===== src/hw/rtl/assert_macros.svh =====
// Assertion helpers; the assertions compile out when ASSERT_OFF is defined.
`ifndef ASSERT_MACROS_SVH
`define ASSERT_MACROS_SVH
`ifndef ASSERT_OFF
`define ASSERT_IMPL(lbl, ante, cons) \
  lbl: assert property (@(posedge clk) disable iff (rst) (ante) |-> (cons)) \
    else $error("assertion failed");
`define ASSERT_NEXT(lbl, ante, cons) \
  lbl: assert property (@(posedge clk) disable iff (rst) (ante) |=> (cons)) \
    else $error("assertion failed");
`else
`define ASSERT_IMPL(lbl, ante, cons)
`define ASSERT_NEXT(lbl, ante, cons)
`endif
`endif


===== src/hw/rtl/ppp_pkg.sv =====
`default_nettype none
package ppp_pkg;
  localparam int VALUE_WIDTH_DEF = 32;
  localparam int FRAC_BITS = 16;
  localparam int NUM_COEFS = 9;
  localparam int NUM_W  = 50;  // numerator / depth width
  localparam int PROD_W = 82;  // |f| * |num|
  localparam int REM_W  = 84;  // partial remainder width
  localparam int Q_W    = 34;  // quotient bits kept before clamp
  localparam int SPLIT  = 25;  // split point of the wide multiply

  localparam logic FUNC_LOAD = 1'b0;
  localparam logic FUNC_PROJ = 1'b1;

  localparam logic [3:0] C_R00 = 4'd0;
  localparam logic [3:0] C_R01 = 4'd1;
  localparam logic [3:0] C_R10 = 4'd2;
  localparam logic [3:0] C_R11 = 4'd3;
  localparam logic [3:0] C_R20 = 4'd4;
  localparam logic [3:0] C_R21 = 4'd5;
  localparam logic [3:0] C_T0  = 4'd6;
  localparam logic [3:0] C_T1  = 4'd7;
  localparam logic [3:0] C_T2  = 4'd8;

  localparam logic [3:0] REG_FOCAL_X = 4'd0;
  localparam logic [3:0] REG_FOCAL_Y = 4'd1;
  localparam logic [3:0] REG_WIDTH   = 4'd2;
  localparam logic [3:0] REG_HEIGHT  = 4'd3;

  typedef struct packed {
    logic valid;
    logic dz;
  } ctrl_t;

  typedef struct packed {
    logic [PROD_W-1:0] dividend;
    logic [NUM_W-1:0]  divisor;
    logic              neg;
  } lane_t;
endpackage
`default_nettype wire


===== src/hw/rtl/ppp_out.sv =====
`default_nettype none
module ppp_out #(
  parameter int VALUE_WIDTH = ppp_pkg::VALUE_WIDTH_DEF
) (
  input  logic                    clk,
  input  logic                    rst,
  input  logic                    en,
  input  ppp_pkg::ctrl_t          ctl,
  input  logic [ppp_pkg::Q_W-1:0] qx,
  input  logic [ppp_pkg::Q_W-1:0] qy,
  input  logic                    negx,
  input  logic                    negy,
  input  logic [15:0]             image_width,
  input  logic [15:0]             image_height,
  output logic                    out_valid,
  output logic signed [31:0]      pixel_x,
  output logic signed [31:0]      pixel_y,
  output logic                    depth_zero,
  output logic                    saturated
);
  import ppp_pkg::*;

  localparam int CW = (VALUE_WIDTH > 32) ? 32 : VALUE_WIDTH;
  localparam int SW = Q_W + 3;
  localparam logic signed [SW-1:0] MAXV = (SW'(1) <<< (CW - 1)) - SW'(1);
  localparam logic signed [SW-1:0] MINV = -MAXV - SW'(1);

  // {clamped, value}
  function automatic logic [32:0] place(input logic [Q_W-1:0] q, input logic neg,
                                        input logic [15:0] size);
    logic signed [SW-1:0] sq;
    logic signed [SW-1:0] v;
    logic signed [SW-1:0] c;
    c  = SW'({1'b0, size[15:1], {FRAC_BITS{1'b0}}});
    sq = neg ? -SW'(q) : SW'(q);
    v  = sq + c;
    if (v > MAXV) place = {1'b1, 32'(MAXV)};
    else if (v < MINV) place = {1'b1, 32'(MINV)};
    else place = {1'b0, 32'(v)};
  endfunction

  logic [32:0] rx, ry;
  assign rx = place(qx, negx, image_width);
  assign ry = place(qy, negy, image_height);

  always_ff @(posedge clk) begin
    if (rst) begin
      out_valid <= 1'b0;
    end else if (en) begin
      out_valid <= ctl.valid;
    end
  end

  always_ff @(posedge clk) begin
    if (en) begin
      depth_zero <= ctl.dz;
      pixel_x    <= ctl.dz ? '0 : $signed(rx[31:0]);
      pixel_y    <= ctl.dz ? '0 : $signed(ry[31:0]);
      saturated  <= ~ctl.dz & (rx[32] | ry[32]);
    end
  end
endmodule
`default_nettype wire


===== config.mk =====
export PLATFORM = sky130hd
export DESIGN_NAME = ppp_out
export DESIGN_NICKNAME = d
export VERILOG_FILES = /design/src/hw/rtl/assert_macros.svh /design/src/hw/rtl/ppp_pkg.sv /design/src/hw/rtl/ppp_out.sv
export SDC_FILE = /design/constraint.sdc
export NUM_CORES = 1
export LEC_CHECK = 0
export BUFFER_PORTS_ARGS = -buffer_cell sky130_fd_sc_hd__buf_2
export CORE_ASPECT_RATIO = 1.25
export CORE_MARGIN = 2
export CORE_UTILIZATION = 50
export CTS_CLUSTER_DIAMETER = 120
export DETAILED_ROUTE_END_ITERATION = 6
export GPL_TIMING_DRIVEN = 0
export PLACE_DENSITY = 0.78
export SETUP_SLACK_MARGIN = 0.02
export SYNTH_ARGS = -nofsm -noshare
export SYNTH_HDL_FRONTEND = slang
export SYNTH_SLANG_ARGS = --single-unit

===== constraint.sdc =====
create_clock -name clk -period 6.7 [get_ports clk]
set_clock_uncertainty 0.05 [all_clocks]
set_input_delay 1.34 -clock clk [delete_from_list [all_inputs] [get_ports clk]]
set_output_delay 1.34 -clock clk [all_outputs]
set_load 0.03 [all_outputs]

==> metrics.txt, run 1 <==
share of cells above drive strength 1 26.4%; element type at the critical path start primary input; largest net degree at the start of global routing 43; Critical Path Fanout Max 10; worst reg2reg startpoint out_valid$_SDFFE_PP0P_; vias in the first global route 5712; f_max between 0.15 and 0.2 GHz; kind of critical path in -> reg; vias per cell 6.00; clk buf depth 2; # clock sinks 67; clock transition at the registers of the reported paths ~0.060 ns; register area about 2000 µm²; top cells by count, synth 73 x o21ai_0, 66 x edfxtp_1, 63 x xnor2_1; CP Capture Type flip-flop; synthesized area 5870 µm²; IO buf count around 170; R2R Path End out_valid$_SDFFE_PP0P_; Syn Inst Count roughly 640; die width about 100 µm; syn_area_per_cell a little over 9 µm²; starting DRC count in detailed routing around 280; initial antenna violation count 0; CP required roughly 6.8 ns; total die area roughly 13000 µm²; CTS buffer count 9; Hold Path End out_valid$_SDFFE_PP0P_; antenna fix cells 0; Layout area overhead 24.4%; Die Height 125 µm; overall power roughly 1.7 mW; TNS Setup 0 ns; total grt overflow 0; CTS root buffer clkbuf_16; Net Count, Synth between 700 and 800; Min Clock Period, post-route around 6.4 ns; Slew Limit Headroom between 50% and 60%; row cnt 44; worst hold slack ~0.45 ns; DR WL/cell about 17 µm; drt total wl between 15000 and 20000 µm; DRT antenna net count 0; Yosys cell types between 60 and 70; first-pass GRT wire length around 26000 µm; r2r worst-path depth 2; Setup WS pre-CTS -0.702 ns; Filler Cell Count roughly 960; DRT Pass-1 Iters 5; post-synthesis async set-or-reset flop share 0%; hold crit path type reg -> reg; crit-path max cell delay ~0.48 ns; most common cell in the synthesized netlist o21ai_0; NumNets Final 970; hold depth 2; area leader, netlist edfxtp_1; placed wire-length estimate between 10000 and 15000 µm; placed insts 952; CP most frequent cell or3_1; Initial Util 51.0%; Seq/Total Area, Yosys between 30 and 40%; Worst Slack Setup Final 0.265 ns; CP max stage cell or4_1; synth warn 0; Post-synth EDFFs 66; fin. max-slew vios 0; final std cells w/o fill between 900 and 1000; endpoints failing hold 0; Cell Pwr Density around 230 nW/µm²; Least-Margin Pin Slew 0.643 ns; H-Tree Depth 3; Post-CTS Hold Buffers 0; ranking of synthesized cells by area edfxtp_1 34%, xnor2_1 9.4%, ha_1 7.7%; worst path cell trace buf_2 -> nor4_4 -> nand3_1 -> or3_1 -> or4_1 -> or3_1 -> or3_1 -> o31ai_1 -> xnor2_1 -> ha_1 -> and3_1 -> nand2b_1 -> a2bb2oi_1 -> o31ai_4 -> o21ai_0 -> and4bb_1 -> clkbuf_1 -> o21ai_0 -> a21oi_1; postcts setup bufs 0; register bit total from synthesis 67; Post-route DRC 0; Worst Path Arrival 6.56 ns; via count just under 6000; Worst-Skew Late Latency 0.34 ns; Core Area approximately 12000 µm²; Boundary Pins about 170; final critical-path share of the clock period a little over nine tenths; Max Cap Violations 0; Multi-input gate area about 3700 µm²; outcome completed; Reg2Reg Setup Slack between 6 and 7 ns; aggregate global-route resource usage about a quarter; Design Area, Final 7300 µm²; TritonCTS clock tree yes; Most used DFF post-synth edfxtp_1; final core utilization a little under two thirds; final setup violation count 0; GPL Wtd Cong ~0.94; Yosys top cell area share between 30% and 40%; Cell Area, Placed 6920 µm²; peak supply drop between 0.1 and 0.15 mV; Hold Startpoint out_valid$_SDFFE_PP0P_; Pleak just under 3 nW; RSZ-0062 raised after global routing false
[state kept, by name, indices dropped and copies added, names as in the netlist]
| signal | count |
|---|---|
| depth_zero | 1 |
| out_valid | 1 |
| pixel_x | 32 |
| saturated | 1 |
| pixel_y | 32 |
[final cells by class]
cell class                      instances  area share (%)
Clock inverter                          6            1.54
Timing Repair Buffer                  172            12.0
Buffer                                 28            1.99
Tap cell                              138            2.37
Inverter                               18           0.925
Multi-Input combinational cell        529            50.6
Clock buffer                           10            3.14
Sequential cell                        67            27.4
[metal layers]
metal	up-vias	share of wire [%]	GRT usage (%)
li1	2802	-	-
met1	2700	38	29.0
met4	0	2.8	11.5
met3	37	6.4	3.75
met2	267	53	47.6
met5	-	0	0
[critical path: cells and delay by family]
| family | cells | cell delay (ns) |
|---|---|---|
| simple gates | 9 | 2.86 |
| compound gates | 6 | 1.31 |
| buf+inv | 2 | 0.54 |
| fa+ha+maj | 1 | 0.31 |
| xor+xnor | 1 | 0.19 |
[worst max-delay path by stage]
stage	from	to	slack, ns	cells after the start
final	qy[2]	pixel_y[26]$_SDFFCE_PP0P_	0.26	19
after global routing	qy[8]	pixel_y[21]$_SDFFCE_PP0P_	0.05	19
after CTS	qy[2]	pixel_y[26]$_SDFFCE_PP0P_	0.16	19
after detailed placement	qy[8]	pixel_y[26]$_SDFFCE_PP0P_	-0.70	19
after global placement	qy[8]	pixel_y[24]$_SDFFCE_PP0P_	-0.58	19
after floorplan	qy[2]	pixel_y[14]$_SDFFCE_PP0P_	0.53	18
[power breakdown]
group	internal [mW]	switching, mW	leakage [nW]	total [mW]
sequential	0.521	0.0117	0.648	0.532
combinational	0.219	0.367	2.14	0.586
clock	0.365	0.192	0.167	0.557
[repair_timing]
item                                    CTS  global route
endpoints found under the setup margin   33            28
pin swaps                                 0             1
gates cloned                              0             0
resized for setup                         3             3
[placed cells by master (no fill, tap or decap), drive strengths merged, types with 5 or more instances in the layout]
master    n
or4       8
and3      7
o41ai    14
ha       36
or3      14
o211ai    8
a211oi    6
clkbuf   26
xor2     21
nor4      5
inv      19
nand2    43
nor2     23
buf     184
nor3     12
a21oi    57
a21o     11
nand3    21
or2       7
o21a      5
edfxtp   66
xnor2    63
o31ai    22
o21ai    84
nand2b   11
[logic make-up (layout without fill, tap and decap cells)]
kind of cell / count (synthesis) / in the layout / share of synthesized area, %
muxes: 3 / 3 / 0.533
and+or+nand+nor: 169 / 169 / 15.4
buffers and inverters: 46 / 234 / 3.63
AOI/OAI and AO/OA: 235 / 235 / 25.4
adders and majority gates: 38 / 38 / 8.36
xor gates and xnor gates: 84 / 84 / 12.5
DFF: 67 / 67 / 34.1
Note: power is estimated with default switching activity, not from simulation.
==> run 2: changes to the inputs <==
Settings changed: ABC_AREA set to 1, PLACE_DENSITY 0.78 to 0.76.
==> metrics.txt, run 2 <==
kind of critical path in -> reg; largest net degree at the start of global routing 68; clock transition at the registers of the reported paths ~0.060 ns; CTS root buffer clkbuf_16; placed wire-length estimate 14400 µm; row cnt 46; Worst Path Arrival between 5 and 6 ns; # clock sinks 67; placed insts ~1200; RSZ-0062 raised after global routing false; overall power 1.63 mW; Reg2Reg Setup Slack ~6.1 ns; Top Registers pixel_x: 32 flops, pixel_y: 32 flops; first-pass GRT wire length 28000 µm; Post-route DRC 0; endpoints failing hold 0; final critical-path share of the clock period roughly three quarters; Cell Pwr Density 207 nW/µm²; CP Capture Type flip-flop; DRT Pass-1 Iters 5; Least-Margin Pin Slew approximately 0.85 ns; IO buf count 169; hold crit path type reg -> reg; Post-CTS Hold Buffers 0; Yosys top cell area share a little under a third; most common cell in the synthesized netlist nand2_1; leading cell type in the layout, fill and taps excluded nand2_1; Max Cap Violations 0; Initial Util 51.2%; crit path buf inv count 5; die width ~110 µm; starting DRC count in detailed routing 236; share of cells above drive strength 1 a little under a third; register bit total from synthesis 67; most frequent cells in the layout 189 x nand2_1, 173 x buf_2, 88 x nor2_1, 67 x nand3_1, 66 x edfxtp_1; Syn Inst Count about 860; Min Clock Period, post-route 5.02 ns; ranking of synthesized cells by area edfxtp_1 30%, nand2_1 11%, xor2_1 8.1%; clk buf depth 2; peak supply drop ~0.12 mV; vias per cell 5.19; CP max stage cell buf_1; final setup violation count 0; final std cells w/o fill roughly 1200; CP delay by family, top buffers and inverters; synthesized area about 6500 µm²; Pleak between 3 and 4 nW; post-synthesis async set-or-reset flop share 0%; via count 6276; CTS buffer count 9; aggregate global-route resource usage roughly a quarter; drt total wl between 15000 and 20000 µm; outcome completed; total grt overflow 0; Design Area, Final 7880 µm²; Slew Limit Headroom 43.3%; H-Tree Depth 3; worst path cell trace clkbuf_1 -> inv_1 -> clkbuf_1 -> buf_1 -> o21ai_0 -> xor2_1 -> ha_1 -> a21oi_1 -> a21oi_1 -> nor2_1 -> nand2_1 -> nand4_1 -> nand2_1 -> nand2_1 -> nand2_1 -> nand3_1 -> nand3_2 -> nand2_1 -> buf_4 -> o21ai_1; final core utilization 61.9%; GPL Wtd Cong just under 1; CP required roughly 6.7 ns; top cells by count, synth 189 x nand2_1, 88 x nor2_1, 67 x nand3_1; DR WL/cell around 14 µm; Critical Path Fanout Max 10; Most used DFF post-synth edfxtp_1; fin. max-slew vios 0; Core Area roughly 13000 µm²; NumNets Final approximately 1200; Filler Cell Count 1183; CP most frequent cell nand2_1; area leader, netlist edfxtp_1; Net Count, Synth between 1000 and 1500; synth warn 0; worst hold slack between 0.4 and 0.5 ns; syn_area_per_cell around 7.6 µm²; Layout area overhead 20.9%; Yosys cell types 46; vias in the first global route just over 6000; post-cts repair resize count 0; Cell Area, Placed roughly 7600 µm²; Post-synth EDFFs between 60 and 70; TritonCTS clock tree yes; Die Height approximately 130 µm; Worst Slack Setup Final 1.68 ns; Worst-Skew Late Latency ~0.34 ns; postcts setup bufs 0; DRT antenna net count 0; crit-path max cell delay 0.49 ns; Seq/Total Area, Yosys slightly above 30%; Boundary Pins about 170; total die area approximately 14000 µm²; TNS Setup 0 ns; f_max 0.199 GHz; initial antenna violation count 1; element type at the critical path start primary input; Setup WS pre-CTS between 1 and 1.5 ns
[run 2: final timing paths]
| check | start | end | cells past startpoint |
|---|---|---|---|
| max | negy | pixel_y[1]$_SDFFCE_PP0P_ | 20 |
| min | out_valid$_SDFFE_PP0P_ | out_valid$_SDFFE_PP0P_ | 2 |
| max reg2reg | out_valid$_SDFFE_PP0P_ | out_valid$_SDFFE_PP0P_ | 2 |
| min reg2reg | out_valid$_SDFFE_PP0P_ | out_valid$_SDFFE_PP0P_ | 2 |
[run 2: where the power goes]
part / total, mW / internal (mW) / switching (mW)
registers: 0.529 / 0.519 / 0.00985
logic: 0.628 / 0.214 / 0.414
clock network: 0.475 / 0.290 / 0.185
total: 1.63 / 1.02 / 0.609
[run 2: layout make-up]
class                      instances  area, µm²  share of cell area [%]
antenna                            1       2.50                  0.0318
buffer                            20        145                    1.84
clock buffer                       9        225                    2.86
clock inverter                     7       73.8                   0.937
inverter                          95        357                    4.53
multi-input combinational        674       4010                    51.0
sequential                        67       2000                    25.4
tap                              168        210                    2.67
timing repair buffer             169        848                    10.8
[run 2: logic make-up after synthesis]
logic type,Yosys count,synth area share (%)
buffers and inverters,115,7.70
xor gates and xnor gates,85,11.5
AOI/OAI and AO/OA,127,12.4
adders and majority gates,38,7.53
DFF,67,30.7
muxes,1,0.154
and+or+nand+nor,423,30.0
[run 2: worst min-delay path: stages, from the launching register on]
cell     delay, ns
dfxtp_1       0.32
mux2i_1       0.06
nor2_1        0.08
[run 2: metal layers]
layer / share of wire (%) / wire (µm) / up-vias / track usage, %
met1: 37 / 6450 / 2801 / 26.8
met5: 0 / 0 / - / 0
li1: - / - / 3206 / -
met3: 6.1 / 1060 / 48 / 4.02
met2: 53 / 9190 / 221 / 46.9
met4: 3.8 / 660 / 0 / 12.1
